==> config.mk <==
export PLATFORM = sky130hd
export DESIGN_NAME = chm_mod_unit
export DESIGN_NICKNAME = d
export VERILOG_FILES = /design/src/rtl/chm_pkg.sv /design/src/rtl/chm_mod_unit.sv
export SDC_FILE = /design/constraint.sdc
export NUM_CORES = 1
export LEC_CHECK = 0
export BUFFER_PORTS_ARGS = -buffer_cell sky130_fd_sc_hd__clkbuf_2
export CORE_ASPECT_RATIO = 0.7
export CORE_MARGIN = 2
export CORE_UTILIZATION = 45
export DETAILED_ROUTE_END_ITERATION = 8
export REMOVE_ABC_BUFFERS = 1
export SYNTH_ARGS = -nofsm -noshare
export SYNTH_HDL_FRONTEND = slang
export SYNTH_SLANG_ARGS = --single-unit
==> constraint.sdc <==
create_clock -name clock -period 35.6 [get_ports clock]
set_input_delay 5.34 -clock clock [delete_from_list [all_inputs] [get_ports clock]]
set_output_delay 5.34 -clock clock [all_outputs]
set_load 0.02 [all_outputs]
==> src/rtl/chm_pkg.sv <==
package chm_pkg;

   localparam int MAX_BUCKETS      = 64;
   localparam int SLOTS_PER_BUCKET = 8;
   localparam int VALUE_W          = 64;
   localparam int CFG_W            = 7;

   localparam int BKT_W      = (MAX_BUCKETS > 1) ? $clog2(MAX_BUCKETS) : 1;
   localparam int DIV_W      = $clog2(MAX_BUCKETS + 1);
   localparam int SLOT_W     = VALUE_W + 1;
   localparam int ROW_W      = SLOTS_PER_BUCKET * SLOT_W;
   localparam int SLOT_IDX_W = (SLOTS_PER_BUCKET > 1) ? $clog2(SLOTS_PER_BUCKET) : 1;

   localparam int BITS_PER_STEP = 8;
   localparam int MOD_STEPS     = VALUE_W / BITS_PER_STEP;
   localparam int STEP_CNT_W    = (MOD_STEPS > 1) ? $clog2(MOD_STEPS) : 1;

   typedef enum logic [1:0] {
      OP_INSERT = 2'd0,
      OP_LOOKUP = 2'd1,
      OP_REMOVE = 2'd2
   } op_type;

   localparam logic [1:0] ST_OK        = 2'd0;
   localparam logic [1:0] ST_NOT_FOUND = 2'd1;
   localparam logic [1:0] ST_FULL      = 2'd2;

   typedef struct packed {
      logic start;
   } mod_ctl_type;

   typedef struct packed {
      logic busy;
      logic done;
   } mod_sts_type;

   function automatic logic [DIV_W-1:0] eff_buckets(input logic [CFG_W-1:0] n);
      logic [DIV_W-1:0] r;
      if (n == '0) begin
         r = DIV_W'(1);
      end else if (int'(n) > MAX_BUCKETS) begin
         r = DIV_W'(MAX_BUCKETS);
      end else begin
         r = DIV_W'(n);
      end
      return r;
   endfunction

endpackage

==> src/rtl/chm_mod_unit.sv <==
module chm_mod_unit (
   input  logic                        clock,
   input  logic                        reset,
   input  chm_pkg::mod_ctl_type        ctl,
   input  logic [chm_pkg::VALUE_W-1:0] value,
   input  logic [chm_pkg::DIV_W-1:0]   divisor,
   output chm_pkg::mod_sts_type        sts,
   output logic [chm_pkg::BKT_W-1:0]   remainder
);

   logic [chm_pkg::VALUE_W-1:0]    mag_ff;
   logic [chm_pkg::BKT_W-1:0]      rem_ff;
   logic [chm_pkg::STEP_CNT_W-1:0] cnt_ff;
   logic                           busy_ff;
   logic                           done_ff;
   logic [chm_pkg::BKT_W-1:0]      rem_in;
   logic [chm_pkg::VALUE_W-1:0]    mag_start;

   // magnitude, most negative value maps to 2^63
   assign mag_start = value[chm_pkg::VALUE_W-1] ? (~value + chm_pkg::VALUE_W'(1)) : value;

   // one bit per restoring step, several steps per cycle
   always_comb begin
      logic [chm_pkg::BKT_W:0] t;
      logic [chm_pkg::BKT_W-1:0] r;
      r = rem_ff;
      for (int j = 0; j < chm_pkg::BITS_PER_STEP; j++) begin
         t = {r, mag_ff[chm_pkg::VALUE_W-1-j]};
         if (t >= (chm_pkg::BKT_W+1)'(divisor)) begin
            t = t - (chm_pkg::BKT_W+1)'(divisor);
         end
         r = t[chm_pkg::BKT_W-1:0];
      end
      rem_in = r;
   end

   always_ff @(posedge clock) begin
      if (reset) begin
         busy_ff <= 1'b0;
         done_ff <= 1'b0;
         cnt_ff  <= '0;
      end else if (ctl.start) begin
         busy_ff <= 1'b1;
         done_ff <= 1'b0;
         cnt_ff  <= '0;
         mag_ff  <= mag_start;
         rem_ff  <= '0;
      end else if (busy_ff) begin
         mag_ff <= mag_ff << chm_pkg::BITS_PER_STEP;
         rem_ff <= rem_in;
         cnt_ff <= cnt_ff + chm_pkg::STEP_CNT_W'(1);
         if (cnt_ff == chm_pkg::STEP_CNT_W'(chm_pkg::MOD_STEPS - 1)) begin
            busy_ff <= 1'b0;
            done_ff <= 1'b1;
         end
      end
   end

   assign sts.busy  = busy_ff;
   assign sts.done  = done_ff;
   assign remainder = rem_ff;

endmodule

==> Yosys cells after proc, flatten, opt, wreduce, memory -nomap -nowiden <==
Index checks and enable logic that the tools add are counted.
{ "word_totals": {"register_bits": 75, "inputBits": 74, "output_inout_bits": 8, "elab_cells": 45} }
{ "classes": {"n_addsub": 10, "magnitude_cmp": 8, "eq_ne": 1, "muxes": 15, "n_bitwise": 2, "n_reduce_logical": 4} }
{ "op_table": {"columns": ["cell", "count"], "rows": [
  ["$mux W64", 3],
  ["$add A64 B1 Y64 const B", 1],
  ["$not A64 Y64", 1],
  ["$ge A7 B7 Y1", 8],
  ["$mux W6", 9],
  ["$sub A6 B6 Y6", 8],
  ["$reduce_and A2 Y1", 2],
  ["$add A3 B1 Y3 const B", 1],
  ["$eq A3 B3 Y1 const B", 1],
  ["$mux W1", 3],
  ["$reduce_bool A2 Y1", 1],
  ["$reduce_or A2 Y1", 1],
  ["$not A1 Y1", 1]
]} }

==> Longest topological paths before layout <==
Gate-level depths: netlist of the first run.
{ "depth": {"ltp_word": 17, "mapped_depth": 64} }

==> Worst setup path after synthesis of the first run <==
No wires, ideal clock.
{ "synth_timing": {"kind": "input to register", "start": "in divisor[2] (netlist name)", "end": "reg rem_ff (netlist bit remainder[3]), data pin", "arrival_time_ps": 17179, "required_ps": 35393, "path_slack_ps": 18214, "cell_stages": 55, "path_buffers": 5, "path_cell_list": "inv_1 -> ha_1 -> a21o_1 -> a31oi_1 -> o21ai_0 -> a21o_1 -> mux2_2 -> ha_1 -> a21oi_1 -> o21a_1 -> o21ai_0 -> clkbuf_1 -> o311ai_0 -> inv_1 -> ha_1 -> or3_1 -> a21oi_1 -> o31ai_1 -> [... 19 more ...] -> and2_1 -> clkbuf_1 -> o21ai_0 -> ha_1 -> nor2b_1 -> o31a_1 -> o31ai_1 -> and2_1 -> clkbuf_1 -> o21ai_0 -> ha_1 -> nor2b_1 -> o31ai_1 -> a21oi_1 -> o31ai_1 -> nand2b_1 -> clkbuf_1 -> a2111oi_0"} }
{ "synth_between": {"elab_chain_cells": 17} }
{ "synth_rtl": {"columns": ["item", "line_no", "source"], "rows": [
  ["from (decl)", "chm_mod_unit.sv:6", "input logic [chm_pkg::DIV_W-1:0] divisor,"],
  ["$sub A6 B6 Y6 / $ge A7 B7 Y1 (equally long branches)", "chm_mod_unit.sv:30, chm_mod_unit.sv:29", null],
  ["$mux W6", "chm_mod_unit.sv:29", "if (t >= (chm_pkg::BKT_W+1)'(divisor)) begin"],
  ["$sub A6 B6 Y6 / $ge A7 B7 Y1 (equally long branches)", "chm_mod_unit.sv:30, chm_mod_unit.sv:29", null],
  ["$mux W6", "chm_mod_unit.sv:29", null],
  ["$sub A6 B6 Y6 / $ge A7 B7 Y1 (equally long branches)", "chm_mod_unit.sv:30, chm_mod_unit.sv:29", null],
  ["$mux W6", "chm_mod_unit.sv:29", null],
  ["$sub A6 B6 Y6 / $ge A7 B7 Y1 (equally long branches)", "chm_mod_unit.sv:30, chm_mod_unit.sv:29", null],
  ["$mux W6", "chm_mod_unit.sv:29", null],
  ["$ge A7 B7 Y1 / $sub A6 B6 Y6 (equally long branches)", "chm_mod_unit.sv:29, chm_mod_unit.sv:30", null],
  ["$mux W6", "chm_mod_unit.sv:29", null],
  ["$sub A6 B6 Y6 / $ge A7 B7 Y1 (equally long branches)", "chm_mod_unit.sv:30, chm_mod_unit.sv:29", null],
  ["$mux W6", "chm_mod_unit.sv:29", null],
  ["$sub A6 B6 Y6 / $ge A7 B7 Y1 (equally long branches)", "chm_mod_unit.sv:30, chm_mod_unit.sv:29", null],
  ["$mux W6", "chm_mod_unit.sv:29", null],
  ["$sub A6 B6 Y6 / $ge A7 B7 Y1 (equally long branches)", "chm_mod_unit.sv:30, chm_mod_unit.sv:29", null],
  ["$mux W6 (*)", "chm_mod_unit.sv:29", null],
  ["$mux W6 (*)", "chm_mod_unit.sv:48", "end else if (busy_ff) begin"],
  ["to (signal assigned)", "chm_mod_unit.sv:50", "rem_ff <= rem_in;"],
  ["to (decl)", "chm_mod_unit.sv:12", "logic [chm_pkg::BKT_W-1:0] rem_ff;"]
]} }
Every way passes the cells marked *; elsewhere a longest branch is shown, timed or not. The select of a mux whose other input is x is not followed.
A chain may end at the register's enable or synchronous reset.

==> Worst setup path after layout of the first run <==
{ "layout_timing": {"start": "in divisor[1] (netlist name)", "end": "reg rem_ff (netlist bit remainder[3]), data pin"} }
{ "layout_between": {"elab_chain_cells": 17} }
{ "layout_rtl": {"columns": ["item", "line_no"], "rows": [
  ["$sub A6 B6 Y6 / $ge A7 B7 Y1 (equally long branches)", "chm_mod_unit.sv:30, chm_mod_unit.sv:29"],
  ["$mux W6", "chm_mod_unit.sv:29"],
  ["$sub A6 B6 Y6 / $ge A7 B7 Y1 (equally long branches)", "chm_mod_unit.sv:30, chm_mod_unit.sv:29"],
  ["$mux W6", "chm_mod_unit.sv:29"],
  ["$sub A6 B6 Y6 / $ge A7 B7 Y1 (equally long branches)", "chm_mod_unit.sv:30, chm_mod_unit.sv:29"],
  ["$mux W6", "chm_mod_unit.sv:29"],
  ["$sub A6 B6 Y6 / $ge A7 B7 Y1 (equally long branches)", "chm_mod_unit.sv:30, chm_mod_unit.sv:29"],
  ["$mux W6", "chm_mod_unit.sv:29"],
  ["$sub A6 B6 Y6 / $ge A7 B7 Y1 (equally long branches)", "chm_mod_unit.sv:30, chm_mod_unit.sv:29"],
  ["$mux W6", "chm_mod_unit.sv:29"],
  ["$ge A7 B7 Y1 / $sub A6 B6 Y6 (equally long branches)", "chm_mod_unit.sv:29, chm_mod_unit.sv:30"],
  ["$mux W6", "chm_mod_unit.sv:29"],
  ["$sub A6 B6 Y6 / $ge A7 B7 Y1 (equally long branches)", "chm_mod_unit.sv:30, chm_mod_unit.sv:29"],
  ["$mux W6", "chm_mod_unit.sv:29"],
  ["$sub A6 B6 Y6 / $ge A7 B7 Y1 (equally long branches)", "chm_mod_unit.sv:30, chm_mod_unit.sv:29"],
  ["$mux W6 (*)", "chm_mod_unit.sv:29"],
  ["$mux W6 (*)", "chm_mod_unit.sv:48"]
]} }
Marked as above.

==> results of run 1 <==
-- worst max-delay path, delay by kind of cell --
kind	cells	cell delay [ns]
muxes	2	0.80
adders and majority gates	8	2.68
and+or+nand+nor	8	1.95
buffers and inverters	8	1.42
AOI/OAI and AO/OA	29	7.24
-- routing by layer --
layer | up-vias | share of wire | global-route usage
li1 | 3066 | - | -
met1 | 2876 | 0.53 | 0.324
met2 | 151 | 0.42 | 0.329
met3 | 9 | 0.050 | 0.0425
met4 | 0 | 0.0057 | 0.0298
met5 | - | 0 | 0
-- flip-flops by register name (all words and copies together) (netlist names) --
register	flops
mag_ff	64
remainder	6
cnt_ff	3
busy_ff	1
done_ff	1
-- kinds of logic (layout without fill, tap and decap cells) --
family | count (synthesis) | after routing
compound gates | 242 | 242
simple gates | 225 | 225
xor+xnor | 89 | 89
buf+inv | 76 | 149
flops | 75 | 75
fa+ha+maj | 67 | 67
mux | 26 | 26
-- through the flow --
step                      instances  area (um^2)
after global placement         1057         7710
after global routing           1073         7970
after CTS                      1073         7970
final                          1073         7970
after floorplan                 771         7000
after detailed placement       1057         7710
-- worst paths after layout --
path / startpoint / endpoint / slack (ns) / depth (start not counted)
min reg2reg: done_ff$_SDFFE_PP0P_ / done_ff$_SDFFE_PP0P_ / 0.51 / 2
max reg2reg: remainder[1]$_SDFFCE_PP0P_ / remainder[3]$_SDFFCE_PP0P_ / 21.27 / 54
max: divisor[1] / remainder[3]$_SDFFCE_PP0P_ / 16.20 / 55
min: done_ff$_SDFFE_PP0P_ / done_ff$_SDFFE_PP0P_ / 0.51 / 2
-- placed cells by master, fill, tap and decap left out, types with 14 or more instances in the layout --
cell type,count
clkbuf_2,80
edfxtp_1,70
xor2_1,62
xnor2_1,27
o31ai_1,26
a21o_1,16
nand2_1,51
inv_1,47
a21oi_1,87
mux2_2,14
ha_1,59
nor2_1,81
o21ai_0,48
-- layout make-up --
class	instances	area share
multi-input combinational	649	0.581
sequential	75	0.276
timing repair buffer	86	0.0559
tap	200	0.0314
clock buffer	11	0.0292
inverter	47	0.0221
clock inverter	5	0.00377
==> metrics.csv, run 1 <==
metric,value,unit
status,finished clean,
Antenna Nets Post-Route,0,
Syn Inst Count,800,
DRC viols,0,
CP dominant cell by count,ha_1,
final hold vios,0,
cell taking the most area after synthesis,edfxtp_1,
"Seq/Total Area, Yosys",0.309,
num rows,38,
Final Util,0.514,
DR WL/cell,16.6,um
pre-CTS setup slack,16.14,ns
critical path type,input port to flop,
top_reg_cell synth,edfxtp_1,
"Reg clk slew, reported paths",0.06,ns
crit-path max FO,12,
unique cell type count in the Yosys netlist,62,
PortBufs,81,
maximum root-to-sink buffer count,2,
most frequent cell after synthesis,a21oi_1,
Post-DP HPWL,13700,um
post-synthesis adder-cell area fraction,0.126,
via count,6102,
Final period util,0.545,
"EDFF count, synth",70,
post-synth top area share,0.295,
CP max stage delay,0.92,ns
number of CTS-inserted buffers,9,
WP data required,35.65,ns
largest net degree at the start of global routing,71,
Max-Cap Viols,0,
max-slew violation count,0,
post-synthesis xor/xnor area fraction,0.109,
CP max stage cell,o311ai_0,
syn_area_per_cell,8.90,um^2
Mapped Area,7120,um^2
drt initial violations,469,
first-pass GRT wire length,29000,um
WHS,0.514,ns
"Remaining Overflow, GRT",0,
CP arrival,19.45,ns
hold buffer count at cts,0,
Crit. End Element,flop,
CTS resizes,0,
Simple-Gate Fraction of Synth Area,0.156,
H-tree lvl count,3,
top post-synthesis cells by count,"87 x a21oi_1, 82 x nor2_1, 70 x edfxtp_1",
routability cong.,0.896,
Yosys warning count,0,
Worst-Skew Late Latency,0.34,ns
synthesis-to-layout area growth,11.9,%
global-route total usage across every layer,0.216,
fmax,51.5,MHz
"Setup violations, final",0,
Starting Density,0.459,
register area,2200,um^2
vias per cell,5.69,
clk sinks,75,
hold crit path type,flop to flop,
sum of negative setup slack,0,ns
RSZ-0062 raised after global routing,no,
Area contributors post-synth,"edfxtp_1 30%, ha_1 10%, xor2_1 7.6%",
die span in y,109,um
core area,15500,um^2
Setup WS post-layout,16.20,ns
Root Driver,clkbuf_16,
antenna fix cells,0,
# nets final,1009,
post-synthesis compound-gate area fraction,0.219,
die width,154,um
fraction of registers with async set/reset,0,
clk_skew,0.0106,ns
Tmin final,19.40,ns
type of origin of the critical path,input port,
Die ar.,16900,um^2
Fillers,1428,
mux contribution to synthesized area,0.0390,
area of the multi-input gates,4630,um^2
share of cells above drive strength 1,0.153,
Post CTS Setup Buffer Count,0,
antenna violations before repair,0,
number of I/O pins,82,
relative slew slack,0.276,
vias in the first global route,5760,
"flops & latches, synth",75,
main combinational cell family by area after synthesis,compound AO/OA/AOI/OAI gates,
Routed WL,17800,um
TritonRoute pass-1 iters,5,
worst-margin pin slew,1.07,ns
CTS tree,done,
Power of run 1 is left out: the tool's default activity adds up to more than one toggle a clock period on the data nets, which glitch-free logic cannot reach.
==> run 2, diff against run 1 <==
- PLACE_DENSITY: default -> 0.67
- clock period: 35.6 -> 17.2 ns (I/O delays scaled with it)
==> run 2 against run 1 <==
Compared with the run above: via count decreased by 1.1%; cell area increased by 0.44%; non-clock buffer count unchanged; clock-buffer cell count decreased by 2; register-to-register slack got worse by 18 ns; die area unchanged; hold slack got worse by 0.0050 ns; wire length decreased by 5.3%; sequential cell count unchanged; clock skew decreased by 0.0032 ns; critical path depth decreased by 1; critical endpoint unchanged; highest routed layer unchanged.
==> metrics.csv, run 2 (synthesis gave the netlist of run 1 again) <==
metric,value,unit,change
CP max stage cell,o21ai_0,,
antenna fix cells,0,,unchanged
maximum root-to-sink buffer count,2,,unchanged
CTS resizes,0,,unchanged
clk sinks,75,,unchanged
global-route total usage across every layer,0.205,,-0.0112
first-pass GRT wire length,27600,um,-4.6%
max-slew violation count,0,,unchanged
kind of cell adding the most delay to the critical path,compound AO/OA/AOI/OAI gates,,
core area,15500,um^2,unchanged
sum of negative setup slack,0,ns,unchanged
number of I/O pins,82,,unchanged
CP arrival,15.81,ns,-3.64 ns
synthesis-to-layout area growth,12.4,%,
TritonRoute pass-1 iters,5,,unchanged
Reg with most FFs,mag_ff,,
hold path depth,2,,unchanged
"Reg clk slew, reported paths",0.06,ns,about the same
worst-margin pin slew,0.924,ns,-0.149 ns
RSZ-0062 raised after global routing,no,,
Routed WL,16900,um,-5.3%
clk_skew,0.00739,ns,-0.00322 ns
die span in y,109,um,unchanged
"commonest non-fill, non-tap cell in the layout",a21oi_1,,
Max-Cap Viols,0,,unchanged
vias in the first global route,5588,,-3.0%
vias per cell,5.63,,-1.1%
"commonest non-fill, non-tap cells in the layout","86 x a21oi_1, 81 x nor2_1, 80 x clkbuf_2",,
H-tree lvl count,3,,unchanged
die width,154,um,unchanged
critical path type,input port to flop,,
R2R Setup Slk,3.77,ns,-17.50 ns
relative slew slack,0.384,,+0.108
via count,6037,,-1.1%
# nets final,1009,,unchanged
Post-DP HPWL,12800,um,-7.1%
num rows,38,,unchanged
fmax,63.5,MHz,
R2R cell count,53,,-1.9%
Inst Count DP,1057,,unchanged
routability cong.,0.903,,+0.74%
crit-path max FO,12,,unchanged
antenna violations before repair,0,,unchanged
DRC viols,0,,unchanged
type of origin of the critical path,input port,,
Worst-Skew Late Latency,0.33,ns,about the same
DR WL/cell,15.7,um,-5.3%
CP dominant cell by count,ha_1,,
final hold vios,0,,unchanged
"Remaining Overflow, GRT",0,,unchanged
hold buffer count at cts,0,,unchanged
reg-to-reg critical path endpoint,remainder[3]$_SDFFCE_PP0P_,,
CP max stage delay,0.48,ns,-0.44 ns
number of CTS-inserted buffers,9,,unchanged
WP data required,17.25,ns,-18.40 ns
Tmin final,15.76,ns,
Antenna Nets Post-Route,0,,unchanged
CP Launch Point,divisor[1],,
"Setup violations, final",0,,unchanged
share of cells above drive strength 1,0.158,,+0.00458
largest net degree at the start of global routing,71,,unchanged
drt initial violations,419,,-11%
Crit. End Element,flop,,
max FFs per register,64,,unchanged
Starting Density,0.459,,unchanged
reg-to-reg startpoint,remainder[1]$_SDFFCE_PP0P_,,
WHS,0.509,ns,-0.00497 ns
"non-filler cells, final",1073,,unchanged
status,finished clean,,
CTS tree,done,,
PortBufs,81,,unchanged
hold wc startpoint,done_ff$_SDFFE_PP0P_,,
Final period util,0.916,,
WP buf/inv,5,,-3
Post CTS Setup Buffer Count,0,,unchanged
hold crit path type,flop to flop,,
hold path endpoint,done_ff$_SDFFE_PP0P_,,
Die ar.,16900,um^2,unchanged
Root Driver,clkbuf_16,,
## run 2: cell count changes in the layout (fill, tap and decap cells not counted), sizes merged
cell,delta
clkbuf,-2
bufinv,+1
clkinvlp,+1
## run 2: worst max-delay path by stage
stage	end	slack (ns)	cells past startpoint
5_1_grt	remainder[3]$_SDFFCE_PP0P_	0.15	54
3_5_place_dp	remainder[3]$_SDFFCE_PP0P_	1.00	53
2_1_floorplan	remainder[3]$_SDFFCE_PP0P_	2.41	51
3_3_place_gp	remainder[3]$_SDFFCE_PP0P_	1.23	55
6_report	remainder[3]$_SDFFCE_PP0P_	1.44	54
4_1_cts	remainder[3]$_SDFFCE_PP0P_	1.30	53
## run 2: per-layer routing
layer | global-route usage | part of all wire
met5 | 0 | 0
met3 | 0.0429 | 0.067
met2 | 0.314 | 0.42
met4 | 0.0423 | 0.011
met1 | 0.300 | 0.50
## run 2: cell type report
| cell class | instances | area [um^2] |
|---|---|---|
| clock buffer | 9 | 225 |
| clock inverter | 7 | 68.8 |
| fill | 1464 | 7500 |
| inverter | 47 | 176 |
| multi-input combinational | 649 | 4640 |
| sequential | 75 | 2200 |
| tap | 200 | 250 |
| timing repair buffer | 86 | 445 |
## run 2: worst min-delay path: cells and delay by family (launching register included)
kind             cells  cell delay (ns)
AND/OR/NAND/NOR      1             0.05
flip-flops           1             0.31
AO/OA/AOI/OAI        1             0.11
## run 2: stage by stage
stage | utilization | setup slack (ns) | area (um^2)
after floorplan | - | 2.41 | 7000
after global routing | 0.516 | 0.152 | 8000
final | 0.516 | 1.44 | 8000
after global placement | 0.497 | 1.23 | 7710
after detailed placement | 0.497 | 1.00 | 7710
after CTS | 0.516 | 1.30 | 8000
Power of run 2 is left out for the same reason.
